==> src/rtl/lru_key_value_cache_core_assert.svh <==
// Assertion macros for the LRU key-value cache core
`ifndef LRU_KEY_VALUE_CACHE_CORE_ASSERT_SVH
`define LRU_KEY_VALUE_CACHE_CORE_ASSERT_SVH

`ifndef NO_ASSERTIONS

`define LKV_ASSERT_IMP(label, ante, cons) \
    label: assert property (@(posedge clk) disable iff (!rst_n) (ante) |-> (cons)) \
        else $error("lkv check failed: ante |-> cons");

`define LKV_ASSERT_NXT(label, ante, cons) \
    label: assert property (@(posedge clk) disable iff (!rst_n) (ante) |=> (cons)) \
        else $error("lkv check failed: ante |=> cons");

`else

`define LKV_ASSERT_IMP(label, ante, cons)

`define LKV_ASSERT_NXT(label, ante, cons)

`endif

`endif

==> src/rtl/lkv_pkg.sv <==
package lkv_pkg;

    localparam int CAP       = 16;
    localparam int IDX_W     = (CAP > 1) ? $clog2(CAP) : 1;
    localparam int AGE_W     = IDX_W;
    localparam int CNT_W     = $clog2(CAP + 1);
    localparam int DATA_W    = 32;
    localparam int CFG_W     = 5;
    localparam int CMP_W     = (CFG_W > CNT_W) ? CFG_W : CNT_W;
    localparam int CAP_RESET = 16;

    localparam logic FUNC_GET = 1'b0;
    localparam logic FUNC_PUT = 1'b1;

    typedef enum logic [2:0] {
        ST_IDLE,
        ST_SCAN,
        ST_DECIDE,
        ST_UPDATE,
        ST_DONE
    } state_t;

    typedef struct packed {
        logic [DATA_W-1:0] key;
        logic [DATA_W-1:0] value;
        logic [AGE_W-1:0]  age;
    } entry_t;

    localparam int ENTRY_W = $bits(entry_t);

    typedef struct packed {
        logic              hit;
        logic [DATA_W-1:0] read_value;
        logic              evicted;
        logic [DATA_W-1:0] evicted_key;
    } result_t;

endpackage

==> src/rtl/lkv_ram.sv <==
module lkv_ram #(
    parameter int WIDTH = 8,
    parameter int DEPTH = 16,
    parameter int AW    = (DEPTH > 1) ? $clog2(DEPTH) : 1
) (
    input  logic             clk,
    input  logic             we,
    input  logic [AW-1:0]    waddr,
    input  logic [WIDTH-1:0] wdata,
    input  logic [AW-1:0]    raddr,
    output logic [WIDTH-1:0] rdata
);

    logic [WIDTH-1:0] mem [DEPTH];

    always_ff @(posedge clk)
    begin
        if (we)
        begin
            mem[waddr] <= wdata;
        end
    end

    always_ff @(posedge clk)
    begin
        rdata <= mem[raddr];
    end

endmodule

==> src/rtl/lkv_engine.sv <==
module lkv_engine import lkv_pkg::*; (
    input  logic              clk,
    input  logic              rst_n,
    input  logic              start,
    input  logic              op_func,
    input  logic [DATA_W-1:0] op_key,
    input  logic [DATA_W-1:0] op_value,
    input  logic [CFG_W-1:0]  capacity,
    input  logic              out_free,
    output logic              ready,
    output logic              done,
    output result_t           res,
    output logic [IDX_W-1:0]  ram_raddr,
    input  entry_t            ram_rdata,
    output logic              ram_we,
    output logic [IDX_W-1:0]  ram_waddr,
    output entry_t            ram_wdata
);

    state_t              state_reg, state_next;
    logic                func_reg;
    logic [DATA_W-1:0]   key_reg;
    logic [DATA_W-1:0]   value_reg;
    logic [CAP-1:0]      valid_reg;
    logic [CNT_W-1:0]    count_reg;
    logic [CNT_W-1:0]    rd_cnt_reg;
    logic                pv_reg;
    logic [IDX_W-1:0]    pi_reg;
    logic                hit_reg;
    logic [IDX_W-1:0]    hit_idx_reg;
    logic [AGE_W-1:0]    hit_age_reg;
    logic [DATA_W-1:0]   hit_val_reg;
    logic                any_reg;
    logic [AGE_W-1:0]    best_age_reg;
    logic [IDX_W-1:0]    best_idx_reg;
    logic [DATA_W-1:0]   best_key_reg;
    logic [IDX_W-1:0]    tgt_idx_reg;
    logic                ins_reg;
    logic                inc_all_reg;
    logic [AGE_W-1:0]    ref_age_reg;
    result_t             res_reg;

    logic                issue;
    logic                last;
    logic                is_put;
    logic                rvalid;
    logic                key_match;
    logic [CMP_W-1:0]    cap_ext;
    logic [CMP_W-1:0]    eff_cap;
    logic                need_evict;
    logic                ins;
    logic                evict;
    logic [IDX_W-1:0]    free_idx;
    logic [IDX_W-1:0]    tgt_idx;

    assign issue     = ((state_reg == ST_SCAN) || (state_reg == ST_UPDATE))
                       && (rd_cnt_reg < CNT_W'(CAP));
    assign last      = pv_reg && (pi_reg == IDX_W'(CAP - 1));
    assign is_put    = (func_reg == FUNC_PUT);
    assign rvalid    = valid_reg[pi_reg];
    assign key_match = rvalid && (ram_rdata.key == key_reg);
    assign ram_raddr = rd_cnt_reg[IDX_W-1:0];

    assign cap_ext    = CMP_W'(capacity);
    assign eff_cap    = (cap_ext == '0) ? CMP_W'(1)
                      : ((cap_ext > CMP_W'(CAP)) ? CMP_W'(CAP) : cap_ext);
    assign need_evict = (CMP_W'(count_reg) >= eff_cap);
    assign ins        = is_put && !hit_reg;
    assign evict      = ins && need_evict && any_reg;

    always_comb
    begin
        free_idx = '0;
        for (int i = CAP - 1; i >= 0; i--)
        begin
            if (!valid_reg[i])
            begin
                free_idx = IDX_W'(i);
            end
        end
    end

    assign tgt_idx = hit_reg ? hit_idx_reg
                   : ((ins && need_evict) ? best_idx_reg : free_idx);

    always_comb
    begin
        state_next = state_reg;
        unique case (state_reg)
            ST_IDLE:
            begin
                if (start)
                begin
                    state_next = ST_SCAN;
                end
            end
            ST_SCAN:
            begin
                if (last)
                begin
                    state_next = ST_DECIDE;
                end
            end
            ST_DECIDE:
            begin
                state_next = (!is_put && !hit_reg) ? ST_DONE : ST_UPDATE;
            end
            ST_UPDATE:
            begin
                if (last)
                begin
                    state_next = ST_DONE;
                end
            end
            ST_DONE:
            begin
                if (out_free)
                begin
                    state_next = ST_IDLE;
                end
            end
            default:
            begin
                state_next = ST_IDLE;
            end
        endcase
    end

    assign ready = (state_reg == ST_IDLE);
    assign done  = (state_reg == ST_DONE) && out_free;
    assign res   = res_reg;

    always_comb
    begin
        ram_we    = (state_reg == ST_UPDATE) && pv_reg;
        ram_waddr = pi_reg;
        ram_wdata = ram_rdata;
        if (pi_reg == tgt_idx_reg)
        begin
            ram_wdata.key   = ins_reg ? key_reg : ram_rdata.key;
            ram_wdata.value = is_put ? value_reg : ram_rdata.value;
            ram_wdata.age   = '0;
        end
        else if (rvalid && (inc_all_reg || (ram_rdata.age < ref_age_reg)))
        begin
            ram_wdata.age = ram_rdata.age + AGE_W'(1);
        end
    end

    always_ff @(posedge clk or negedge rst_n)
    begin
        if (!rst_n)
        begin
            state_reg  <= ST_IDLE;
            valid_reg  <= '0;
            count_reg  <= '0;
            rd_cnt_reg <= '0;
            pv_reg     <= 1'b0;
            hit_reg    <= 1'b0;
            any_reg    <= 1'b0;
        end
        else
        begin
            state_reg <= state_next;
            pv_reg    <= issue;
            if (issue)
            begin
                rd_cnt_reg <= rd_cnt_reg + CNT_W'(1);
            end
            if (start && ready)
            begin
                rd_cnt_reg <= '0;
                hit_reg    <= 1'b0;
                any_reg    <= 1'b0;
            end
            if ((state_reg == ST_SCAN) && pv_reg)
            begin
                if (key_match && !hit_reg)
                begin
                    hit_reg <= 1'b1;
                end
                if (rvalid && (!any_reg || (ram_rdata.age > best_age_reg)))
                begin
                    any_reg <= 1'b1;
                end
            end
            if (state_reg == ST_DECIDE)
            begin
                rd_cnt_reg <= '0;
                if (ins)
                begin
                    valid_reg[tgt_idx] <= 1'b1;
                    if (!evict)
                    begin
                        count_reg <= count_reg + CNT_W'(1);
                    end
                end
            end
        end
    end

    always_ff @(posedge clk)
    begin
        if (start && ready)
        begin
            func_reg     <= op_func;
            key_reg      <= op_key;
            value_reg    <= op_value;
            best_idx_reg <= '0;
        end
        pi_reg <= ram_raddr;
        if ((state_reg == ST_SCAN) && pv_reg)
        begin
            if (key_match && !hit_reg)
            begin
                hit_idx_reg <= pi_reg;
                hit_age_reg <= ram_rdata.age;
                hit_val_reg <= ram_rdata.value;
            end
            if (rvalid && (!any_reg || (ram_rdata.age > best_age_reg)))
            begin
                best_age_reg <= ram_rdata.age;
                best_idx_reg <= pi_reg;
                best_key_reg <= ram_rdata.key;
            end
        end
        if (state_reg == ST_DECIDE)
        begin
            tgt_idx_reg             <= tgt_idx;
            ins_reg                 <= ins;
            inc_all_reg             <= ins;
            ref_age_reg             <= hit_age_reg;
            res_reg.hit             <= hit_reg;
            res_reg.read_value      <= (!is_put && hit_reg) ? hit_val_reg : '0;
            res_reg.evicted         <= evict;
            res_reg.evicted_key     <= evict ? best_key_reg : '0;
        end
    end

endmodule

==> src/rtl/lru_key_value_cache_core.sv <==
// LRU key-value cache core, fully associative, CAP entries in one entry RAM.
// Each request makes a scan pass over all entries, a decide step and an update
// pass that rewrites every entry; a get that misses skips the update pass.
// A new request is taken only when the engine is idle, so requests do not overlap;
// a finished result held off by out_ready also stalls the engine. One RAM read port.
// Reset: rst_n clears valid bits, entry count and handshake state; capacity is 16.
`include "lru_key_value_cache_core_assert.svh"

module lru_key_value_cache_core import lkv_pkg::*; (
    input  logic              clk,
    input  logic              rst_n,
    input  logic              in_valid,
    output logic              in_ready,
    input  logic              func,
    input  logic [DATA_W-1:0] key,
    input  logic [DATA_W-1:0] value,
    output logic              out_valid,
    input  logic              out_ready,
    output logic              hit,
    output logic [DATA_W-1:0] read_value,
    output logic              evicted,
    output logic [DATA_W-1:0] evicted_key,
    input  logic              cfg_we,
    input  logic [CFG_W-1:0]  cfg_wdata
);

    logic [CFG_W-1:0]  capacity_reg;
    logic              out_valid_reg;
    result_t           out_reg;

    logic              eng_ready;
    logic              eng_done;
    result_t           eng_res;
    logic              out_free;
    logic [IDX_W-1:0]  ram_raddr;
    logic [IDX_W-1:0]  ram_waddr;
    logic              ram_we;
    entry_t            ram_wdata;
    entry_t            ram_rdata;

    assign out_free = !out_valid_reg || out_ready;

    lkv_ram #(
        .WIDTH (ENTRY_W),
        .DEPTH (CAP),
        .AW    (IDX_W)
    ) u_ram (
        .clk   (clk),
        .we    (ram_we),
        .waddr (ram_waddr),
        .wdata (ram_wdata),
        .raddr (ram_raddr),
        .rdata (ram_rdata)
    );

    lkv_engine u_engine (
        .clk       (clk),
        .rst_n     (rst_n),
        .start     (in_valid),
        .op_func   (func),
        .op_key    (key),
        .op_value  (value),
        .capacity  (capacity_reg),
        .out_free  (out_free),
        .ready     (eng_ready),
        .done      (eng_done),
        .res       (eng_res),
        .ram_raddr (ram_raddr),
        .ram_rdata (ram_rdata),
        .ram_we    (ram_we),
        .ram_waddr (ram_waddr),
        .ram_wdata (ram_wdata)
    );

    assign in_ready = eng_ready;

    always_ff @(posedge clk or negedge rst_n)
    begin
        if (!rst_n)
        begin
            capacity_reg  <= CFG_W'(CAP_RESET);
            out_valid_reg <= 1'b0;
        end
        else
        begin
            if (cfg_we)
            begin
                capacity_reg <= cfg_wdata;
            end
            if (eng_done)
            begin
                out_valid_reg <= 1'b1;
            end
            else if (out_ready)
            begin
                out_valid_reg <= 1'b0;
            end
        end
    end

    // hold the result until the transfer
    always_ff @(posedge clk)
    begin
        if (eng_done)
        begin
            out_reg <= eng_res;
        end
    end

    assign out_valid   = out_valid_reg;
    assign hit         = out_reg.hit;
    assign read_value  = out_reg.read_value;
    assign evicted     = out_reg.evicted;
    assign evicted_key = out_reg.evicted_key;

    `LKV_ASSERT_IMP(a_evict_only_on_miss, out_valid && evicted, !hit)
    `LKV_ASSERT_IMP(a_read_value_needs_hit, out_valid && (read_value != '0), hit)
    `LKV_ASSERT_IMP(a_evicted_key_needs_evict, out_valid && (evicted_key != '0), evicted)
    `LKV_ASSERT_NXT(a_busy_after_transfer, in_valid && in_ready, !in_ready)

endmodule
==> config.mk <==
export PLATFORM = sky130hd
export DESIGN_NAME = lru_key_value_cache_core
export DESIGN_NICKNAME = d
export VERILOG_FILES = /design/src/rtl/lkv_pkg.sv /design/src/rtl/lkv_ram.sv /design/src/rtl/lkv_engine.sv /design/src/rtl/lru_key_value_cache_core.sv
export VERILOG_INCLUDE_DIRS = /design/src /design/src/rtl
export SDC_FILE = /design/constraint.sdc
export NUM_CORES = 1
export LEC_CHECK = 0
export CORE_UTILIZATION = 57
export DETAILED_ROUTE_END_ITERATION = 10
export DONT_BUFFER_PORTS = 1
export PLACE_DENSITY_LB_ADDON = 0.3
export SYNTH_ARGS = -nofsm -noshare
export SYNTH_HDL_FRONTEND = slang
export SYNTH_SLANG_ARGS = --single-unit
export TNS_END_PERCENT = 30
==> constraint.sdc <==
create_clock -name clk -period 5.8 [get_ports clk]
set_input_delay 0.58 -clock clk [delete_from_list [all_inputs] [get_ports clk]]
set_output_delay 0.58 -clock clk [all_outputs]
set_load 0.01 [all_outputs]
==> results of run 1 <==
[critical path: cells and delay by family (launching register included)]
kind	cells	cell delay, ns
and+or+nand+nor	5	2.23
DFF	1	0.41
xor gates and xnor gates	1	0.16
buffers and inverters	1	0.40
[per-stage QoR]
step	utilization, %	area [um^2]
global placement	59.6	56800
CTS	65.3	62200
floorplan	-	55000
detailed placement	59.6	56800
global route	65.3	62200
finish	65.3	62200
[logic make-up (layout without fill, tap and decap cells)]
logic type	Yosys count	after routing	synth area share [%]
adders and majority gates	15	15	0.341
buffers and inverters	123	411	0.994
muxes	420	420	15.7
AOI/OAI and AO/OA	69	69	0.958
and+or+nand+nor	203	203	2.07
DFF	1484	1484	79.3
xor gates and xnor gates	44	44	0.700
[power breakdown]
part	internal, mW	switching [mW]
sequential	13.9	0.778
combinational	3.01	3.51
clock	5.29	3.88
total	22.2	8.17
[cells in the final DEF, fill, tap and decap left out, types with 7 or more instances in the layout]
cell type	n
clkbuf_8	13
xnor2_1	11
nand2_1	32
nor2_4	14
clkbuf_16	145
and3_1	32
dfxtp_1	76
o21ai_0	10
clkbuf_1	36
nor2_1	19
mux2_2	69
mux4_2	342
clkinv_1	25
clkinv_2	19
inv_1	20
nand4_1	11
dfrtp_1	33
nand2b_1	7
xor2_1	33
ha_1	15
nand3_1	9
bufinv_16	11
buf_12	9
buf_4	45
nor4_1	8
and2_1	35
a21oi_1	11
a21o_1	11
dlygate4sd3_1	72
nor3_1	9
edfxtp_1	1370
[synthesized netlist by cell type, types with 4 or more instances]
| cell type | n |
|---|---|
| a21o_1 | 11 |
| a21oi_1 | 11 |
| a22oi_1 | 4 |
| a31o_2 | 5 |
| and2_1 | 35 |
| and3_1 | 33 |
| buf_1 | 9 |
| buf_2 | 28 |
| clkbuf_1 | 58 |
| dfrtp_1 | 37 |
| dfxtp_1 | 76 |
| edfxtp_1 | 1370 |
| ha_1 | 15 |
| inv_1 | 21 |
| mux2_2 | 69 |
| mux2i_1 | 6 |
| mux4_2 | 342 |
| nand2_1 | 34 |
| nand2b_1 | 7 |
| nand3_1 | 9 |
| nand4_1 | 11 |
| nor2_1 | 33 |
| nor2b_1 | 7 |
| nor3_1 | 13 |
| nor4_1 | 8 |
| o21ai_0 | 10 |
| o21bai_1 | 4 |
| xnor2_1 | 11 |
| xor2_1 | 33 |
[final cells by class]
type                       instances  area [um^2]
clock buffer                     194         3940
timing repair buffer             126         1240
inverter                          21         80.1
fill                            5919        33100
tap                             1265         1580
sequential                      1484        43600
multi-input combinational        751        11000
clock inverter                    70          712
[repair_timing]
item | CTS | global route
endpoints found under the hold margin | 108 | 0
endpoints found under the setup margin | 0 | 0
hold buffers | 73 | 0
[routing by layer]
metal / vias to the layer above / global-route usage [%]
li1: 10205 / -
met1: 13215 / 33.8
met2: 1224 / 39.6
met3: 221 / 5.61
met4: 12 / 7.47
met5: - / 0
[path summary, 6_finish.rpt]
kind                                     start                       end  slack (ns)  cells past startpoint
min                                   in_valid     u_engine.state_reg[0]        0.16                      4
min in group asynchronous                rst_n    u_engine.rd_cnt_reg[2]        0.34                      2
max in group asynchronous                rst_n           capacity_reg[4]        5.20                      2
max                        u_engine.key_reg[9]  u_engine.hit_val_reg[20]        2.19                      7
min reg2reg                    u_engine.res[6]            evicted_key[6]        0.40                      0
max reg2reg                u_engine.key_reg[9]  u_engine.hit_val_reg[20]        2.19                      7
==> out/metrics.yaml, run 1 <==
finalClockSkew_ns: 0.0281
status: "finished, final reports clean"
gp_congestion: 0.814
fin_nets: 2616
root_buffer: "clkbuf_16"
met2WireLength_um: 58700
avgSynthCellArea_um2: 23.3
dieWidth_um: 313
detailroute.via_count: 24877
dieHeight_um: 313
worstHoldPathType: "in2reg"
p_total_mw: 30.3
final.min_clock_period_ns: 3.61
core.rowCount: 113
highest_layer: "met5"
start_util_pct: 57.7
numCtsBuffers: 142
diodes: 0
avgViaCountPerCell: 6.36
relSlewSlack_pct: 9.61
synth_area_leaders: "edfxtp_1 75%, mux4_2 14%, dfxtp_1 2.8%"
synth_warnings: 0
grt_antenna_before_repair: 6
worstPathArrival_ns: 4.01
wl_met3_um: 10200
instances_no_fill: 3911
dp_hpwl_um: 61200
synth_seq_area_share_pct: 79.3
fin_setup_tns_ns: 0
die_area_um2: 97800
p_leak_nw: 20.1
grt_setup_unrepaired: "false"
synth_seq_cells: 1484
synth_edf_count: 1370
dp_slack_ns: 2.19
grt_pass1_wl_um: 172000
route.antenna.remaining_nets: 0
post-route-period-util_pct: 62.2
largest_reg_flops: 1088
m1WireLength_um: 45500
power.density_nw_per_um2: 488
firstDrtPassIters: 6
drv_slew: 0
netlist_instances: 2358
postCtsSetupBuffers: 0
clk_latency_ns: 0.75
path_max_fanout: 23
cts_sinks: 1484
syn_nets: 2448
crit_chain: "xor2_1, nor4_1, nand4_1, nor4_1, nand4_1, nor2_4, buf_4"
worst_slack_ns: 2.19
cts.repair.resized: 0
first_global_vias: 25492
synth_top_area_cell: "edfxtp_1"
hold_ws_ns: 0.157
cap_violations: 0
cpPeakStageDelay_ns: 0.77
cts_tree: "done"
drt_iter0_markers: 2789
gr-total-overflow: 0
grt_use_total_pct: 24.5
critPathKind: "reg2reg"
setup_viol: 0
ios: 143
synth-async-reset-ratio_pct: 2.56
route.detailed.drc: 0
synth.distinct_cells: 64
max_freq_ghz: 0.277
clkTransAtPathRegs_ns: 0.06
peakVddDrop_uv: 494
cts_max_path_buffers: 3
io_buffer_count: 0
wire_per_inst_um: 30.0
grt_max_degree: 92
worstSetupStartpointType: "flop"
synth_ff_type: "edfxtp_1"
dp_cells: 3574
syn_area_um2: 55000
critPathSlowestCell: "nor2_4"
required_ns: 6.21
core_um2: 95300
worstMarginPinSlew_ns: 1.35
syn2layout_area_growth_pct: 13.0
yosys.area.top_type_share_pct: 74.8
drive_gt1_share_pct: 27.0
end_kind: "flop"
htreeDepth: 4
hold_violations: 0
wirelength_um: 117000
Power figures use the tool's default switching activity.
==> run 2, diff against run 1 <==
==> constraint.sdc (replaced) <==
create_clock -name clk -period 3 [get_ports clk]
set_input_delay 0.3 -clock clk [delete_from_list [all_inputs] [get_ports clk]]
set_output_delay 0.3 -clock clk [all_outputs]
set_load 0.01 [all_outputs]
==> run 2 against run 1 <==
Effect of this change:
- clock-buffer cell count rose by 2
- register-to-register slack got worse by 2.1 ns
- total power rose by 99%
- non-clock buffer count rose by 40
- largest cell class unchanged
==> out/metrics.yaml, run 2 (same netlist as run 1, synthesis figures left out) <==
dieHeight_um: 313  # unchanged
drv_slew: 0  # unchanged
ios: 143  # unchanged
wirelength_um: 120000  # +1.9%
postCtsSetupBuffers: 0  # unchanged
io_buffer_count: 0  # unchanged
critPathKind: "reg2reg"
p_total_mw: 60.3  # +99%
largest_reg_flops: 1088  # unchanged
final.min_clock_period_ns: 2.91  # -0.696 ns
layout_commonest_cell: "edfxtp_1"
dp_cells: 3612  # +1.1%
finish.utilization_pct: 66.6  # +1.3 points
gr-total-overflow: 0  # unchanged
hold_violations: 0  # unchanged
drt_iter0_markers: 2892  # +3.7%
dieWidth_um: 313  # unchanged
clkTransAtPathRegs_ns: 0.06  # about the same
required_ns: 3.63  # -2.58 ns
fin_nets: 2660  # +1.7%
fillers: 5790  # -2.2%
core_um2: 95300  # unchanged
cts_max_path_buffers: 3  # unchanged
numCtsBuffers: 146  # +2.8%
route.antenna.remaining_nets: 0  # unchanged
cts_sinks: 1484  # unchanged
core.rowCount: 113  # unchanged
path_max_fanout: 13  # -43%
p_leak_nw: 20.6  # +2.6%
gp_congestion: 0.808  # -0.72%
end_kind: "flop"
clk_latency_ns: 0.76  # about the same
finalClockSkew_ns: 0.0296  # +0.00149 ns
avgViaCountPerCell: 6.36  # about the same
dp_hpwl_um: 61400  # +0.28%
instances_no_fill: 3959  # +1.2%
status: "finished, final reports clean"
cts_tree: "done"
syn2layout_area_growth_pct: 15.4
grt_setup_unrepaired: "true"
worstSetupStartpointType: "flop"
start_util_pct: 57.7  # unchanged
post-route-period-util_pct: 97.1  # +35 points
htreeDepth: 4  # unchanged
root_buffer: "clkbuf_16"
max_freq_ghz: 0.343  # +24%
grt_antenna_before_repair: 8  # +2
worstPathArrival_ns: 3.54  # -0.47 ns
cap_violations: 0  # unchanged
final_cell_mix: "1370 x edfxtp_1, 342 x mux4_2, 150 x clkbuf_16"
first_global_vias: 26290  # +3.1%
grt_max_degree: 76  # -17%
worstHoldPathType: "in2async"
power.density_nw_per_um2: 950  # +95%
wire_per_inst_um: 30.2  # +0.66%
route.detailed.drc: 0  # unchanged
die_area_um2: 97800  # unchanged
grt_pass1_wl_um: 176000  # +2.4%
firstDrtPassIters: 5  # -1
peakVddDrop_uv: 562  # +14%
grt_use_total_pct: 25.0  # +0.53 points
setup_viol: 0  # unchanged
detailroute.via_count: 25192  # +1.3%
relSlewSlack_pct: 35.0  # +25 points
worstMarginPinSlew_ns: 0.975  # -0.378 ns
drive_gt1_share_pct: 29.3  # +2.2 points
-- run 2: final timing paths --
| kind | start | to | slack, ns | cells after the start |
|---|---|---|---|---|
| max | capacity_reg[1] | u_engine.valid_reg[9] | 0.09 | 11 |
| min | rst_n | u_engine.state_reg[1] | 0.06 | 2 |
| max reg2reg | capacity_reg[1] | u_engine.valid_reg[9] | 0.09 | 11 |
| min reg2reg | u_engine.res[53] | read_value[20] | 0.40 | 0 |
| max in group asynchronous | rst_n | capacity_reg[4] | 2.68 | 2 |
| min in group clk | value[9] | u_engine.value_reg[9] | 0.17 | 1 |
-- run 2: cell type report --
type                    instances  area, um^2  area share [%]
diodes                          2        5.00         0.00789
clock buffers                 196        4060            6.40
clock inverters                74         880            1.39
inverters                      21        82.6           0.130
multi-input cells             751       11100            17.5
flip-flops and latches       1484       43600            68.7
well taps                    1265        1580            2.49
repair buffers                166        2120            3.34
-- run 2: critical path, cell delays in order, from the launching register on --
cell       delay (ns)
dfrtp_1          0.40
nor3_1           0.26
nor2_1           0.08
nor2_1           0.12
ha_1             0.24
nand2b_4         0.15
a2111oi_4        0.39
o31ai_4          0.21
nor4_1           0.30
o21ai_0          0.15
buf_4            0.19
o41ai_1          0.30
-- run 2: what timing repair did --
action	CTS	global route
endpoints found under the setup margin	0	96
hold buffers	75	0
resized for setup	0	9
endpoints found under the hold margin	117	0
-- run 2: metrics by stage --
step	cell area, um^2	setup TNS, ns	hold WS [ns]	setup slack, ns
2_1_floorplan	55200	-199.77	0.00441	-0.409
3_3_place_gp	57700	0	0.00549	0.184
3_5_place_dp	57700	0	0.00542	0.0231
4_1_cts	63400	0	0.0208	0.0153
5_1_grt	63500	-0.0843	0.0467	-0.0843
6_report	63500	0	0.0596	0.0883
-- run 2: power breakdown --
part           switching [mW]  internal (mW)
Clock                    7.61           11.0
Sequential               1.24           26.8
Combinational            7.22           6.37
Total                    16.1           44.2
-- run 2: metal layers --
| metal | GRT usage [%] | share of wire, % | vias to the layer above | routed length (um) |
|---|---|---|---|---|
| met2 | 40.8 | 50 | 1218 | 60200 |
| li1 | - | - | 10302 | - |
| met3 | 4.38 | 7.8 | 216 | 9350 |
| met5 | 0 | 0.053 | - | 64 |
| met1 | 35.3 | 40 | 13446 | 47300 |
| met4 | 7.28 | 2.3 | 10 | 2800 |
